==> config.mk <==
export PLATFORM = sky130hd
export DESIGN_NAME = ip_address_text_parser
export DESIGN_NICKNAME = d
export VERILOG_FILES = /design/src/sv/ipp_pkg.sv /design/src/sv/ipp_step.sv /design/src/sv/ipp_close.sv /design/src/sv/ip_address_text_parser.sv
export SDC_FILE = /design/constraint.sdc
export NUM_CORES = 1
export LEC_CHECK = 0
export BUFFER_PORTS_ARGS = -buffer_cell sky130_fd_sc_hd__clkbuf_2
export CAP_MARGIN = 20
export CORE_ASPECT_RATIO = 1.2
export CORE_MARGIN = 2
export CORE_UTILIZATION = 50
export CTS_BUF_LIST = sky130_fd_sc_hd__clkbuf_8
export DETAILED_ROUTE_END_ITERATION = 7
export MAX_ROUTING_LAYER = met4
export PLACE_DENSITY_LB_ADDON = 0.1
export SLEW_MARGIN = 20
export SYNTH_ARGS = -nofsm -noshare
export SYNTH_HDL_FRONTEND = slang
export SYNTH_SLANG_ARGS = --single-unit
==> constraint.sdc <==
create_clock -name clk -period 6.4 [get_ports clk]
set_input_delay 1.28 -clock clk [delete_from_list [all_inputs] [get_ports clk]]
set_output_delay 1.28 -clock clk [all_outputs]
set_load 0.05 [all_outputs]
==> src/sv/ipp_pkg.sv <==
// ipp_pkg: shared types, character codes and phase codes for the address text parser.
// No dependencies; imported by every module of the block.

package ipp_pkg;

    localparam logic [2:0] PH_START = 3'd0;
    localparam logic [2:0] PH_V4    = 3'd1;
    localparam logic [2:0] PH_LEAD  = 3'd2;
    localparam logic [2:0] PH_V6    = 3'd3;
    localparam logic [2:0] PH_UNSUP = 3'd4;

    localparam logic [1:0] FAM_IPV4 = 2'd0;
    localparam logic [1:0] FAM_IPV6 = 2'd1;

    localparam logic [1:0] ST_OK          = 2'd0;
    localparam logic [1:0] ST_MALFORMED   = 2'd1;
    localparam logic [1:0] ST_UNSUPPORTED = 2'd2;

    localparam logic [7:0] CH_NUL   = 8'h00;
    localparam logic [7:0] CH_DOT   = 8'h2e;
    localparam logic [7:0] CH_COLON = 8'h3a;
    localparam logic [7:0] CH_0     = 8'h30;
    localparam logic [7:0] CH_9     = 8'h39;
    localparam logic [7:0] CH_LA    = 8'h61;
    localparam logic [7:0] CH_LF    = 8'h66;
    localparam logic [7:0] CH_UA    = 8'h41;
    localparam logic [7:0] CH_UF    = 8'h46;

    localparam logic [11:0] OCTET_MAX  = 12'd255;
    localparam logic [4:0]  ADDR_BYTES = 5'd16;

    typedef struct packed {
        logic [1:0] family;
        logic [7:0] char_code;
    } ipp_in_t;

    typedef struct packed {
        logic [1:0]  status;
        logic [63:0] addr_hi;
        logic [63:0] addr_lo;
    } ipp_out_t;

    typedef struct packed {
        logic [15:0][7:0] addr_bytes;
        logic [4:0]       write_pos;
        logic [4:0]       gap_pos;
        logic             gap_seen;
        logic [15:0]      hex_accum;
        logic             saw_hex;
        logic [7:0]       dec_accum;
        logic [2:0]       octet_count;
        logic             saw_dec;
        logic             dotted_mode;
        logic [2:0]       parse_phase;
        logic             error_flag;
        logic             dec_void;
        logic             trail_colon;
    } ipp_state_t;

    typedef struct packed {
        logic       term;
        logic [2:0] phase;
    } ipp_step_t;

    typedef struct packed {
        logic             ok;
        logic [15:0][7:0] addr_bytes;
    } ipp_close_t;

    // {valid, value}
    function automatic logic [4:0] hex_value(input logic [7:0] ch);
        logic [4:0] r;
        r = 5'd0;
        if (ch >= CH_0 && ch <= CH_9)
        begin
            r = {1'b1, ch[3:0]};
        end
        else if (ch >= CH_LA && ch <= CH_LF)
        begin
            r = {1'b1, 4'(ch - CH_LA + 8'd10)};
        end
        else if (ch >= CH_UA && ch <= CH_UF)
        begin
            r = {1'b1, 4'(ch - CH_UA + 8'd10)};
        end
        return r;
    endfunction

endpackage

==> src/sv/ipp_step.sv <==
// ipp_step: next parser state for one character item.
// Depends on ipp_pkg.

module ipp_step
    import ipp_pkg::*;
(
    input  ipp_state_t cur,
    input  ipp_in_t    item,
    output ipp_state_t nxt,
    output ipp_step_t  info
);

    logic [7:0]  ch;
    logic [4:0]  hx;
    logic [3:0]  hv;
    logic        is_dig;
    logic        is_hex;
    logic [2:0]  phase_eff;
    logic        term;
    logic        lead_colon;
    logic [11:0] dec_n;
    logic [2:0]  new_oc;
    logic [4:0]  base;
    logic        dd_fail;
    logic        ds_fail;
    logic [3:0]  dd_idx;
    logic        fail;
    logic        v6_run;
    logic        we0;
    logic        we1;
    logic [3:0]  wa0;
    logic [3:0]  wa1;
    logic [7:0]  wd0;
    logic [7:0]  wd1;

    always_comb
    begin
        ch     = item.char_code;
        hx     = hex_value(ch);
        is_hex = hx[4];
        hv     = hx[3:0];
        is_dig = (ch >= CH_0) && (ch <= CH_9);
        term   = (ch == CH_NUL);

        lead_colon = 1'b0;
        phase_eff  = cur.parse_phase;
        if (cur.parse_phase == PH_START)
        begin
            if (item.family == FAM_IPV4)
            begin
                phase_eff = PH_V4;
            end
            else if (item.family == FAM_IPV6)
            begin
                phase_eff  = PH_V6;
                lead_colon = (ch == CH_COLON);
            end
            else
            begin
                phase_eff = PH_UNSUP;
            end
        end

        dec_n   = 12'(cur.dec_accum) * 12'd10 + 12'(hv);
        new_oc  = cur.saw_dec ? cur.octet_count : cur.octet_count + 3'd1;
        base    = (phase_eff == PH_V4) ? 5'd0 : cur.write_pos;
        dd_fail = (cur.saw_dec && cur.dec_accum == 8'd0) || (dec_n > OCTET_MAX)
                  || (!cur.saw_dec && new_oc > 3'd4);
        ds_fail = !cur.saw_dec || (cur.octet_count == 3'd4);
        dd_idx  = 4'(base + 5'(new_oc) - 5'd1);
        v6_run  = (phase_eff == PH_V6) || (phase_eff == PH_LEAD && ch == CH_COLON);

        nxt  = cur;
        fail = 1'b0;
        we0  = 1'b0;
        we1  = 1'b0;
        wa0  = 4'd0;
        wa1  = 4'd0;
        wd0  = 8'd0;
        wd1  = 8'd0;

        if (term)
        begin
            nxt             = '0;
            nxt.parse_phase = PH_START;
        end
        else if (lead_colon)
        begin
            nxt.parse_phase = PH_LEAD;
        end
        else
        begin
            nxt.parse_phase = phase_eff;
            if (!cur.error_flag && phase_eff != PH_UNSUP)
            begin
                if (phase_eff == PH_V4 || (v6_run && cur.dotted_mode))
                begin
                    if (is_dig)
                    begin
                        if (dd_fail)
                        begin
                            fail = 1'b1;
                        end
                        else
                        begin
                            nxt.dec_accum   = dec_n[7:0];
                            nxt.octet_count = new_oc;
                            nxt.saw_dec     = 1'b1;
                            we0             = 1'b1;
                            wa0             = dd_idx;
                            wd0             = dec_n[7:0];
                        end
                    end
                    else if (ch == CH_DOT)
                    begin
                        if (ds_fail)
                        begin
                            fail = 1'b1;
                        end
                        else
                        begin
                            nxt.dec_accum = 8'd0;
                            nxt.saw_dec   = 1'b0;
                        end
                    end
                    else
                    begin
                        fail = 1'b1;
                    end
                end
                else if (v6_run)
                begin
                    nxt.parse_phase = PH_V6;
                    if (is_hex)
                    begin
                        if (cur.hex_accum[15:12] != 4'd0)
                        begin
                            fail = 1'b1;
                        end
                        else
                        begin
                            nxt.hex_accum   = {cur.hex_accum[11:0], hv};
                            nxt.saw_hex     = 1'b1;
                            nxt.trail_colon = 1'b0;
                            if (!cur.dec_void)
                            begin
                                if (hv > 4'd9 || (cur.saw_dec && cur.dec_accum == 8'd0)
                                    || dec_n > OCTET_MAX)
                                begin
                                    nxt.dec_void = 1'b1;
                                end
                                else
                                begin
                                    nxt.dec_accum = dec_n[7:0];
                                    nxt.saw_dec   = 1'b1;
                                end
                            end
                        end
                    end
                    else if (ch == CH_COLON)
                    begin
                        nxt.trail_colon = 1'b0;
                        nxt.dec_accum   = 8'd0;
                        nxt.saw_dec     = 1'b0;
                        nxt.dec_void    = 1'b0;
                        if (!cur.saw_hex)
                        begin
                            if (cur.gap_seen)
                            begin
                                fail = 1'b1;
                            end
                            else
                            begin
                                nxt.gap_seen = 1'b1;
                                nxt.gap_pos  = cur.write_pos;
                            end
                        end
                        else if (cur.write_pos > 5'd14)
                        begin
                            fail = 1'b1;
                        end
                        else
                        begin
                            we0             = 1'b1;
                            wa0             = cur.write_pos[3:0];
                            wd0             = cur.hex_accum[15:8];
                            we1             = 1'b1;
                            wa1             = cur.write_pos[3:0] + 4'd1;
                            wd1             = cur.hex_accum[7:0];
                            nxt.write_pos   = cur.write_pos + 5'd2;
                            nxt.saw_hex     = 1'b0;
                            nxt.hex_accum   = 16'd0;
                            nxt.trail_colon = 1'b1;
                        end
                    end
                    else if (ch == CH_DOT)
                    begin
                        if (cur.write_pos > 5'd12 || cur.dec_void || !cur.saw_dec)
                        begin
                            fail = 1'b1;
                        end
                        else
                        begin
                            we0             = 1'b1;
                            wa0             = cur.write_pos[3:0];
                            wd0             = cur.dec_accum;
                            nxt.octet_count = 3'd1;
                            nxt.dec_accum   = 8'd0;
                            nxt.saw_dec     = 1'b0;
                            nxt.saw_hex     = 1'b0;
                            nxt.hex_accum   = 16'd0;
                            nxt.dotted_mode = 1'b1;
                        end
                    end
                    else
                    begin
                        fail = 1'b1;
                    end
                end
                else
                begin
                    fail = 1'b1;
                end
                if (fail)
                begin
                    nxt.error_flag = 1'b1;
                end
            end
            for (int i = 0; i < 16; i++)
            begin
                if (we0 && wa0 == 4'(i))
                begin
                    nxt.addr_bytes[i] = wd0;
                end
                else if (we1 && wa1 == 4'(i))
                begin
                    nxt.addr_bytes[i] = wd1;
                end
            end
        end

        info.term  = term;
        info.phase = phase_eff;
    end

endmodule

==> src/sv/ipp_close.sv <==
// ipp_close: end-of-string check and gap expansion of an IPv6 address.
// Depends on ipp_pkg.

module ipp_close
    import ipp_pkg::*;
(
    input  ipp_state_t cur,
    output ipp_close_t res
);

    logic             fail;
    logic [4:0]       wp2;
    logic [4:0]       shift;
    logic [4:0]       src;
    logic [15:0][7:0] b2;

    always_comb
    begin
        fail = 1'b0;
        b2   = cur.addr_bytes;
        wp2  = cur.write_pos;
        if (cur.dotted_mode)
        begin
            fail = (cur.octet_count != 3'd4);
            wp2  = cur.write_pos + 5'd4;
        end
        else
        begin
            if (cur.trail_colon)
            begin
                fail = 1'b1;
            end
            if (cur.saw_hex)
            begin
                if (cur.write_pos > 5'd14)
                begin
                    fail = 1'b1;
                end
                b2[cur.write_pos[3:0]]        = cur.hex_accum[15:8];
                b2[cur.write_pos[3:0] + 4'd1] = cur.hex_accum[7:0];
                wp2                           = cur.write_pos + 5'd2;
            end
        end

        shift          = ADDR_BYTES - wp2;
        res.addr_bytes = b2;
        if (cur.gap_seen)
        begin
            if (wp2 >= ADDR_BYTES || cur.gap_pos > wp2)
            begin
                fail = 1'b1;
            end
            for (int j = 0; j < 16; j++)
            begin
                src = 5'(j) - shift;
                if (5'(j) < cur.gap_pos)
                begin
                    res.addr_bytes[j] = b2[j];
                end
                else if (5'(j) < cur.gap_pos + shift)
                begin
                    res.addr_bytes[j] = 8'd0;
                end
                else
                begin
                    res.addr_bytes[j] = b2[src[3:0]];
                end
            end
            res.ok = !fail;
        end
        else
        begin
            src    = 5'd0;
            res.ok = !fail && (wp2 == ADDR_BYTES);
        end
    end

endmodule

==> src/sv/ip_address_text_parser.sv <==
// ip_address_text_parser: character-serial IPv4 / IPv6 address text parser, top level.
// Depends on ipp_pkg, ipp_step and ipp_close.
//
//  channel   direction  handshake                    payload
//  char      in         char_valid / char_stall      char_item   (ipp_in_t)
//  result    out        result_valid / result_stall  result_item (ipp_out_t)
//
// One character item per cycle while char_stall is low; the parse state updates at the accepting edge.
// A terminator loads the result register, visible the next cycle.
// char_stall follows only a stalled held result; reset clears all but result_reg.
// No result comes out for characters other than the terminator.

module ip_address_text_parser
    import ipp_pkg::*;
(
    input  logic     clk,
    input  logic     rst_n,
    input  logic     char_valid,
    output logic     char_stall,
    input  ipp_in_t  char_item,
    output logic     result_valid,
    input  logic     result_stall,
    output ipp_out_t result_item
);

    ipp_state_t state_reg;
    ipp_state_t state_next;
    ipp_step_t  info;
    ipp_close_t close_res;
    logic       result_valid_reg;
    logic       result_valid_next;
    ipp_out_t   result_reg;
    ipp_out_t   result_next;
    logic       accept;

    ipp_step u_step (
        .cur  (state_reg),
        .item (char_item),
        .nxt  (state_next),
        .info (info)
    );

    ipp_close u_close (
        .cur (state_reg),
        .res (close_res)
    );

    assign char_stall = result_valid_reg && result_stall;
    assign accept     = char_valid && !char_stall;

    always_comb
    begin
        result_next = '{status: ST_MALFORMED, addr_hi: 64'd0, addr_lo: 64'd0};
        case (info.phase)
            PH_UNSUP:
            begin
                result_next.status = ST_UNSUPPORTED;
            end
            PH_V4:
            begin
                if (!state_reg.error_flag && state_reg.octet_count == 3'd4)
                begin
                    result_next.status  = ST_OK;
                    result_next.addr_lo = {32'd0, state_reg.addr_bytes[0],
                                           state_reg.addr_bytes[1],
                                           state_reg.addr_bytes[2],
                                           state_reg.addr_bytes[3]};
                end
            end
            PH_V6:
            begin
                if (!state_reg.error_flag && close_res.ok)
                begin
                    result_next.status = ST_OK;
                    for (int i = 0; i < 8; i++)
                    begin
                        result_next.addr_hi[63 - 8 * i -: 8] = close_res.addr_bytes[i];
                        result_next.addr_lo[63 - 8 * i -: 8] = close_res.addr_bytes[i + 8];
                    end
                end
            end
            default:
            begin
                result_next.status = ST_MALFORMED;
            end
        endcase

        if (accept && info.term)
        begin
            result_valid_next = 1'b1;
        end
        else if (result_stall)
        begin
            result_valid_next = result_valid_reg;
        end
        else
        begin
            result_valid_next = 1'b0;
        end
    end

    // all-zero state is PH_START with a cleared string
    always_ff @(posedge clk or negedge rst_n)
    begin
        if (!rst_n)
        begin
            state_reg        <= '0;
            result_valid_reg <= 1'b0;
        end
        else
        begin
            result_valid_reg <= result_valid_next;
            if (accept)
            begin
                state_reg <= state_next;
            end
        end
    end

    always_ff @(posedge clk)
    begin
        if (accept && info.term)
        begin
            result_reg <= result_next;
        end
    end

    assign result_valid = result_valid_reg;
    assign result_item  = result_reg;

endmodule

==> out/results.txt, run 1 <==
Cell count after synthesis: 2,565
Routability cong.: 1.10
Initial antenna violation count: 1
Failing checks: DRC
Final setup violation count: 0
CTS Buf Count: 49
Post-synthesis register bit count: 305
First-pass GRT wire length: 144 mm
Via count: 23.3k
Leak: 10.8 nW
Design area: 0.0257 sq mm
Synth Area in XOR/XNOR: 0.0107
Final Core Density: 0.562
Unique cell type count in the Yosys netlist: 90
Final #Nets: 2,733
Total gr overflow: 0
Top_reg_cell synth: dfrtp_1
Met3 Track Usage GR: 0.0876
Post-Synth Simple-Gate Area: 0.140
H-tree levels: 2
Syn nets: 2,630
DIE AREA: 0.0478 sq mm
YS warnings: 0
Slowest Stage Delay on Critical Path: 600 ps
Layout cells sized above 1: 0.145
CTS sink count: 305
GRT Overall Usage: 0.424
Final worst slack: 617 ps
Post-synthesis sequential area ratio: 0.360
Hold crit path type: flip-flop to flip-flop
Max-slew violations: 0
Initial Util: 0.503
Vias in the first global route: 21.3k
WP data required: 6930 ps
Final Skew: 48.4 ps
Adder-Cell Fraction of Synth Area: 0.0290
Routed Wire Length: 99.6 mm
Setup tns final: 0 ps
Max reg flops: 174
Area leader, netlist: dfrtp_1
Post-synth top area share: 0.190
Power Dens Cells: 185 mW/mm^2
Crit. End Element: flip-flop
Tmin final: 5780 ps
Slowest CP cell: a21oi_1
Hpwl dp: 74.3 mm
Routed length per instance: 30.0 um
Worst setup path endpoint: state_reg[54]
Synthesized area per cell: 8.97 sq um
Largest net degree at the start of global routing: 79
R2R setup slack: 920 ps
Most common cell in the netlist: mux2i_1
Outcome: finished with violations
Worst hold path cell count: 2
Max IR drop VDD: 0.222 mV
GR Layer Usage met2: 0.606
Post-CTS setup buffer count: 0
Worst-Margin Slew: 1110 ps
Clk_lat worst skew: 680 ps
Synthesis-to-layout area growth: 11.6%
Fin crit share: 0.904
Compound-Gate Fraction of Synth Area: 0.258
CTS max path bufs: 3
MaxCap Viol Count: 0
Height of the chip: 239 um
Final hold vios: 0
DRC: 1
Worst-path fanout max: 12
IO Port Bufs: 145
CTS root buf: clkbuf_8
Normalized max-slew margin: 0.256
RSZ-0062 raised after global routing: no
GR peak layer: met2
Hold buffers post-CTS: 0
Top cells by area, synth: dfrtp_1 19%, edfxtp_1 17%, mux2i_1 16%
Post-synth EDFFs: 130
Reg-to-Reg Start: state_reg[43]
DRT iter0 DRCs: 3,445
Antenna viol nets, final: 0
Clock Pin Slew Worst Setup and Hold Paths: 70 ps
Row count: 86
Cell Area, Placed: 0.0246 sq mm
Top Ports: 146
Std-Cell Core Area: 0.0457 sq mm
First-pass DRT Iterations: 8
Via density: 7.00
Die W: 200 um
Dpl ws: 87.7 ps
Reg-to-Reg End: result_item[23]
Worst r2r path cells: 16
CTS tree: done
Fmax: 173 MHz
Most common library cells after synthesis: 364 x mux2i_1, 290 x nand2_1, 244 x nor2_1
Asr flop ratio synth: 0.574
Mapped Area: 0.0230 sq mm
Critical setup path kind: input port to flip-flop
Post-synthesis mux area share: 0.162
Critical Path AT: 6320 ps
Fin Hold WS: 545 ps
CTS resizes: 0
Worst-path cell chain: clkbuf_2 -> inv_1 -> ha_1 -> o21bai_1 -> a21oi_2 -> mux2i_1 -> nor2_1 -> ha_1 -> inv_1 -> fa_1 -> nand3b_1 -> a31o_2 -> o221ai_1 -> nand2b_1 -> and4_1 -> a21oi_1 -> o211a_1 -> o21ai_1 -> a22o_1
Worst setup SP type: input port
Largest family of logic cells by synthesized area: compound AO/OA/AOI/OAI gates
GR Util met1: 0.560
Crit path from: char_item[0]
how the worst min path moves through the flow:
stage | to | from | slack [ps]
finish | result_valid | result_valid | 550
global placement | result_valid | result_valid | 520
floorplan | state_reg[0] | state_reg[0] | 510
global route | state_reg[0] | state_reg[0] | 580
CTS | result_valid | result_valid | 550
detailed placement | result_valid | result_valid | 530
layout by cell type (no fill, tap or decap), types with 59 or more instances in the layout:
| cell type | synthesis | final |
|---|---|---|
| o22ai_1 | 160 | 160 |
| a22o_1 | 76 | 76 |
| clkbuf_2 | 2 | 144 |
| a31oi_1 | 60 | 59 |
| dfrtp_1 | 175 | 173 |
| o21ai_0 | 128 | 128 |
| edfxtp_1 | 130 | 130 |
| a21oi_1 | 129 | 128 |
| nor2_1 | 244 | 243 |
| nand2_1 | 290 | 290 |
| mux2i_1 | 364 | 364 |
| buf_4 | 0 | 93 |
| o22a_1 | 80 | 80 |
stage by stage:
stage / total power, mW / instances
after detailed placement: 2.93 / 3232
final: 4.76 / 3323
after global routing: 4.89 / 3323
after global placement: 2.91 / 3232
after CTS: 4.74 / 3321
after floorplan: 2.66 / 2565
where the power goes:
group          switching, mW  total [mW]  internal (mW)
Sequential            0.0611        2.12           2.06
Clock                  0.850        1.83          0.984
Combinational          0.538       0.807          0.270
Total                   1.45        4.76           3.31
metal layers:
layer / part of all wire / wire length (um)
met3: 0.12 / 12000
met5: 0 / 0
met4: 0.066 / 6540
met2: 0.42 / 42100
met1: 0.39 / 39000
cell type report:
type	instances	area, sq um
repair buffers	241	1490
diodes	1	2.50
flip-flops and latches	305	8290
inverters	49	186
clock inverters	35	294
multi-input cells	2022	13900
well taps	616	771
clock buffers	54	743
fillers	4169	20000
cells by family (layout without fill, tap and decap cells):
family	after synthesis	in the layout
buffers and inverters	238	379
DFF	305	305
muxes	371	371
xor gates and xnor gates	28	28
and+or+nand+nor	728	728
other	1	2
adders and majority gates	51	51
AOI/OAI and AO/OA	843	843
critical path, delay by kind of cell:
family          cells  cell delay [ps]
fa+ha+maj           3              890
buf+inv             3              400
simple gates        4              870
compound gates      8             2650
mux                 1              210
Power figures use the tool's default switching activity.
==> run 2, diff against run 1 <==
--- a/config.mk
+++ b/config.mk
@@ -14,6 +14,7 @@
 export DETAILED_ROUTE_END_ITERATION = 7
 export MAX_ROUTING_LAYER = met4
 export PLACE_DENSITY_LB_ADDON = 0.1
+export REMOVE_ABC_BUFFERS = 1
 export SLEW_MARGIN = 20
 export SYNTH_ARGS = -nofsm -noshare
 export SYNTH_HDL_FRONTEND = slang
==> out/results.txt, run 2 (synthesized netlist as in run 1, its figures left out) <==
Final setup violation count: 0
Antenna viol nets, final: 0
GR peak layer: met2
Power Dens Cells: 188 mW/mm^2
Fin Hold WS: 507 ps
Clk_lat worst skew: 680 ps
Via density: 6.90
Layout cells sized above 1: 0.145
CTS max path bufs: 3
Clock Pin Slew Worst Setup and Hold Paths: 70 ps
Outcome: completed
CTS resizes: 0
Max reg flops: 174
CTS root buf: clkbuf_8
Net Sw Frac: 0.299
Most frequent cells in the layout: 364 x mux2i_1, 290 x nand2_1, 243 x nor2_1
Final hold vios: 0
IO Port Bufs: 145
P_int: 3.39 mW
DIE AREA: 0.0478 sq mm
Hold crit path type: flip-flop to flip-flop
Std-Cell Core Area: 0.0457 sq mm
First-pass DRT Iterations: 7
MaxCap Viol Count: 0
CTS tree: done
Initial Util: 0.503
Routed Wire Length: 97.9 mm
Reg power frac: 0.438
Top Ports: 146
Setup tns final: 0 ps
Die W: 200 um
Total Power: 4.83 mW
Commonest non-fill, non-tap cell in the layout: mux2i_1
RSZ-0062 raised after global routing: no
Via count: 22.9k
DRC: 0
Synthesis-to-layout area growth: 11.9%
Crit. End Element: flip-flop
Tmin final: 5670 ps
Normalized max-slew margin: 0.236
Worst-Margin Slew: 1140 ps
H-tree levels: 2
Hpwl dp: 74.3 mm
Critical Path AT: 6180 ps
Leak: 10.9 nW
DRT iter0 DRCs: 3,252
Worst-path fanout max: 14
Sw power: 1.45 mW
Vias in the first global route: 21.2k
Critical setup path kind: flip-flop to flip-flop
CTS sink count: 305
Design area: 0.0258 sq mm
Fin crit share: 0.885
Final Skew: 27.7 ps
CTS Buf Count: 49
Max-slew violations: 0
GR Util met1: 0.538
Routed length per instance: 29.5 um
Post-CTS setup buffer count: 0
First-pass GRT wire length: 141 mm
GR Layer Usage met2: 0.597
Row count: 86
Filler cells: 4,190
Placed cell count: 3,231
Routability cong.: 1.03
Cell Area, Placed: 0.0246 sq mm
Height of the chip: 239 um
GRT Overall Usage: 0.417
Comb pwr share: 0.165
WP data required: 6910 ps
Met3 Track Usage GR: 0.101
Non-filler instance count after layout: 3,323
Hold buffers post-CTS: 0
Final #Nets: 2,732
Total gr overflow: 0
Clk pwr share: 0.397
Worst setup SP type: flip-flop
Largest net degree at the start of global routing: 136
Max IR drop VDD: 0.184 mV
Initial antenna violation count: 2
Fmax: 177 MHz
[run 2: changes by cell type in the layout (fill, tap and decap cells not counted), sizes merged]
cell and delta:
diode +1, clkbuf -4, inv -1, buf -1
clkinv +2, bufinv +3
[run 2: stage by stage]
step / setup WS [ps] / util
2_1_floorplan: -5430 / -
3_3_place_gp: 378 / 0.539
3_5_place_dp: 177 / 0.539
4_1_cts: 883 / 0.563
5_1_grt: 415 / 0.563
6_report: 735 / 0.563
[run 2: layout make-up]
| class | count | area, sq um | area share |
|---|---|---|---|
| well taps | 616 | 771 | 0.0299 |
| diodes | 2 | 5.00 | 0.000194 |
| repair buffers | 240 | 1520 | 0.0588 |
| inverters | 49 | 189 | 0.00734 |
| clock buffers | 50 | 688 | 0.0267 |
| multi-input cells | 2022 | 13900 | 0.540 |
| clock inverters | 39 | 402 | 0.0156 |
| flip-flops and latches | 305 | 8290 | 0.322 |
[run 2: worst max-delay path, cell delays in order (launching register included)]
cell and delay (ps):
dfrtp_1 600, nand2b_1 270, nor2_1 770, or2_2 290, inv_1 180, ha_1 290
xnor2_2 160, buf_4 290, clkinv_1 150, ha_1 350, nor2b_1 140, nor2_1 60
xnor2_1 600, and2_1 330, o21a_1 500, a31oi_1 310, nor2_1 190
[run 2: final timing paths]
path	startpoint	to	slack, ps	cells past startpoint
hold reg to reg	state_reg[20]	state_reg[20]	510	2
max in group asynchronous	rst_n	state_reg[43]	4670	2
hold / removal	state_reg[20]	state_reg[20]	510	2
min in group asynchronous	rst_n	state_reg[27]	550	1
setup / recovery	state_reg[6]	result_item[77]	730	16
setup reg to reg	state_reg[6]	result_item[77]	730	16
[run 2: power by group through the flow]
stage               Sequential (mW)  Combinational (mW)  Clock, mW
floorplan                      2.13               0.522          0
global placement               2.15               0.762          0
detailed placement             2.15               0.775          0
CTS                            2.11               0.779       1.95
global route                   2.12               0.850       2.02
finish                         2.12               0.797       1.92
[run 2: per-layer routing]
| metal | vias up | share of wire |
|---|---|---|
| met1 | 11052 | 0.39 |
| met3 | 344 | 0.11 |
| met4 | 0 | 0.067 |
| met2 | 1558 | 0.43 |
| li1 | 9985 | - |
| met5 | - | 0 |
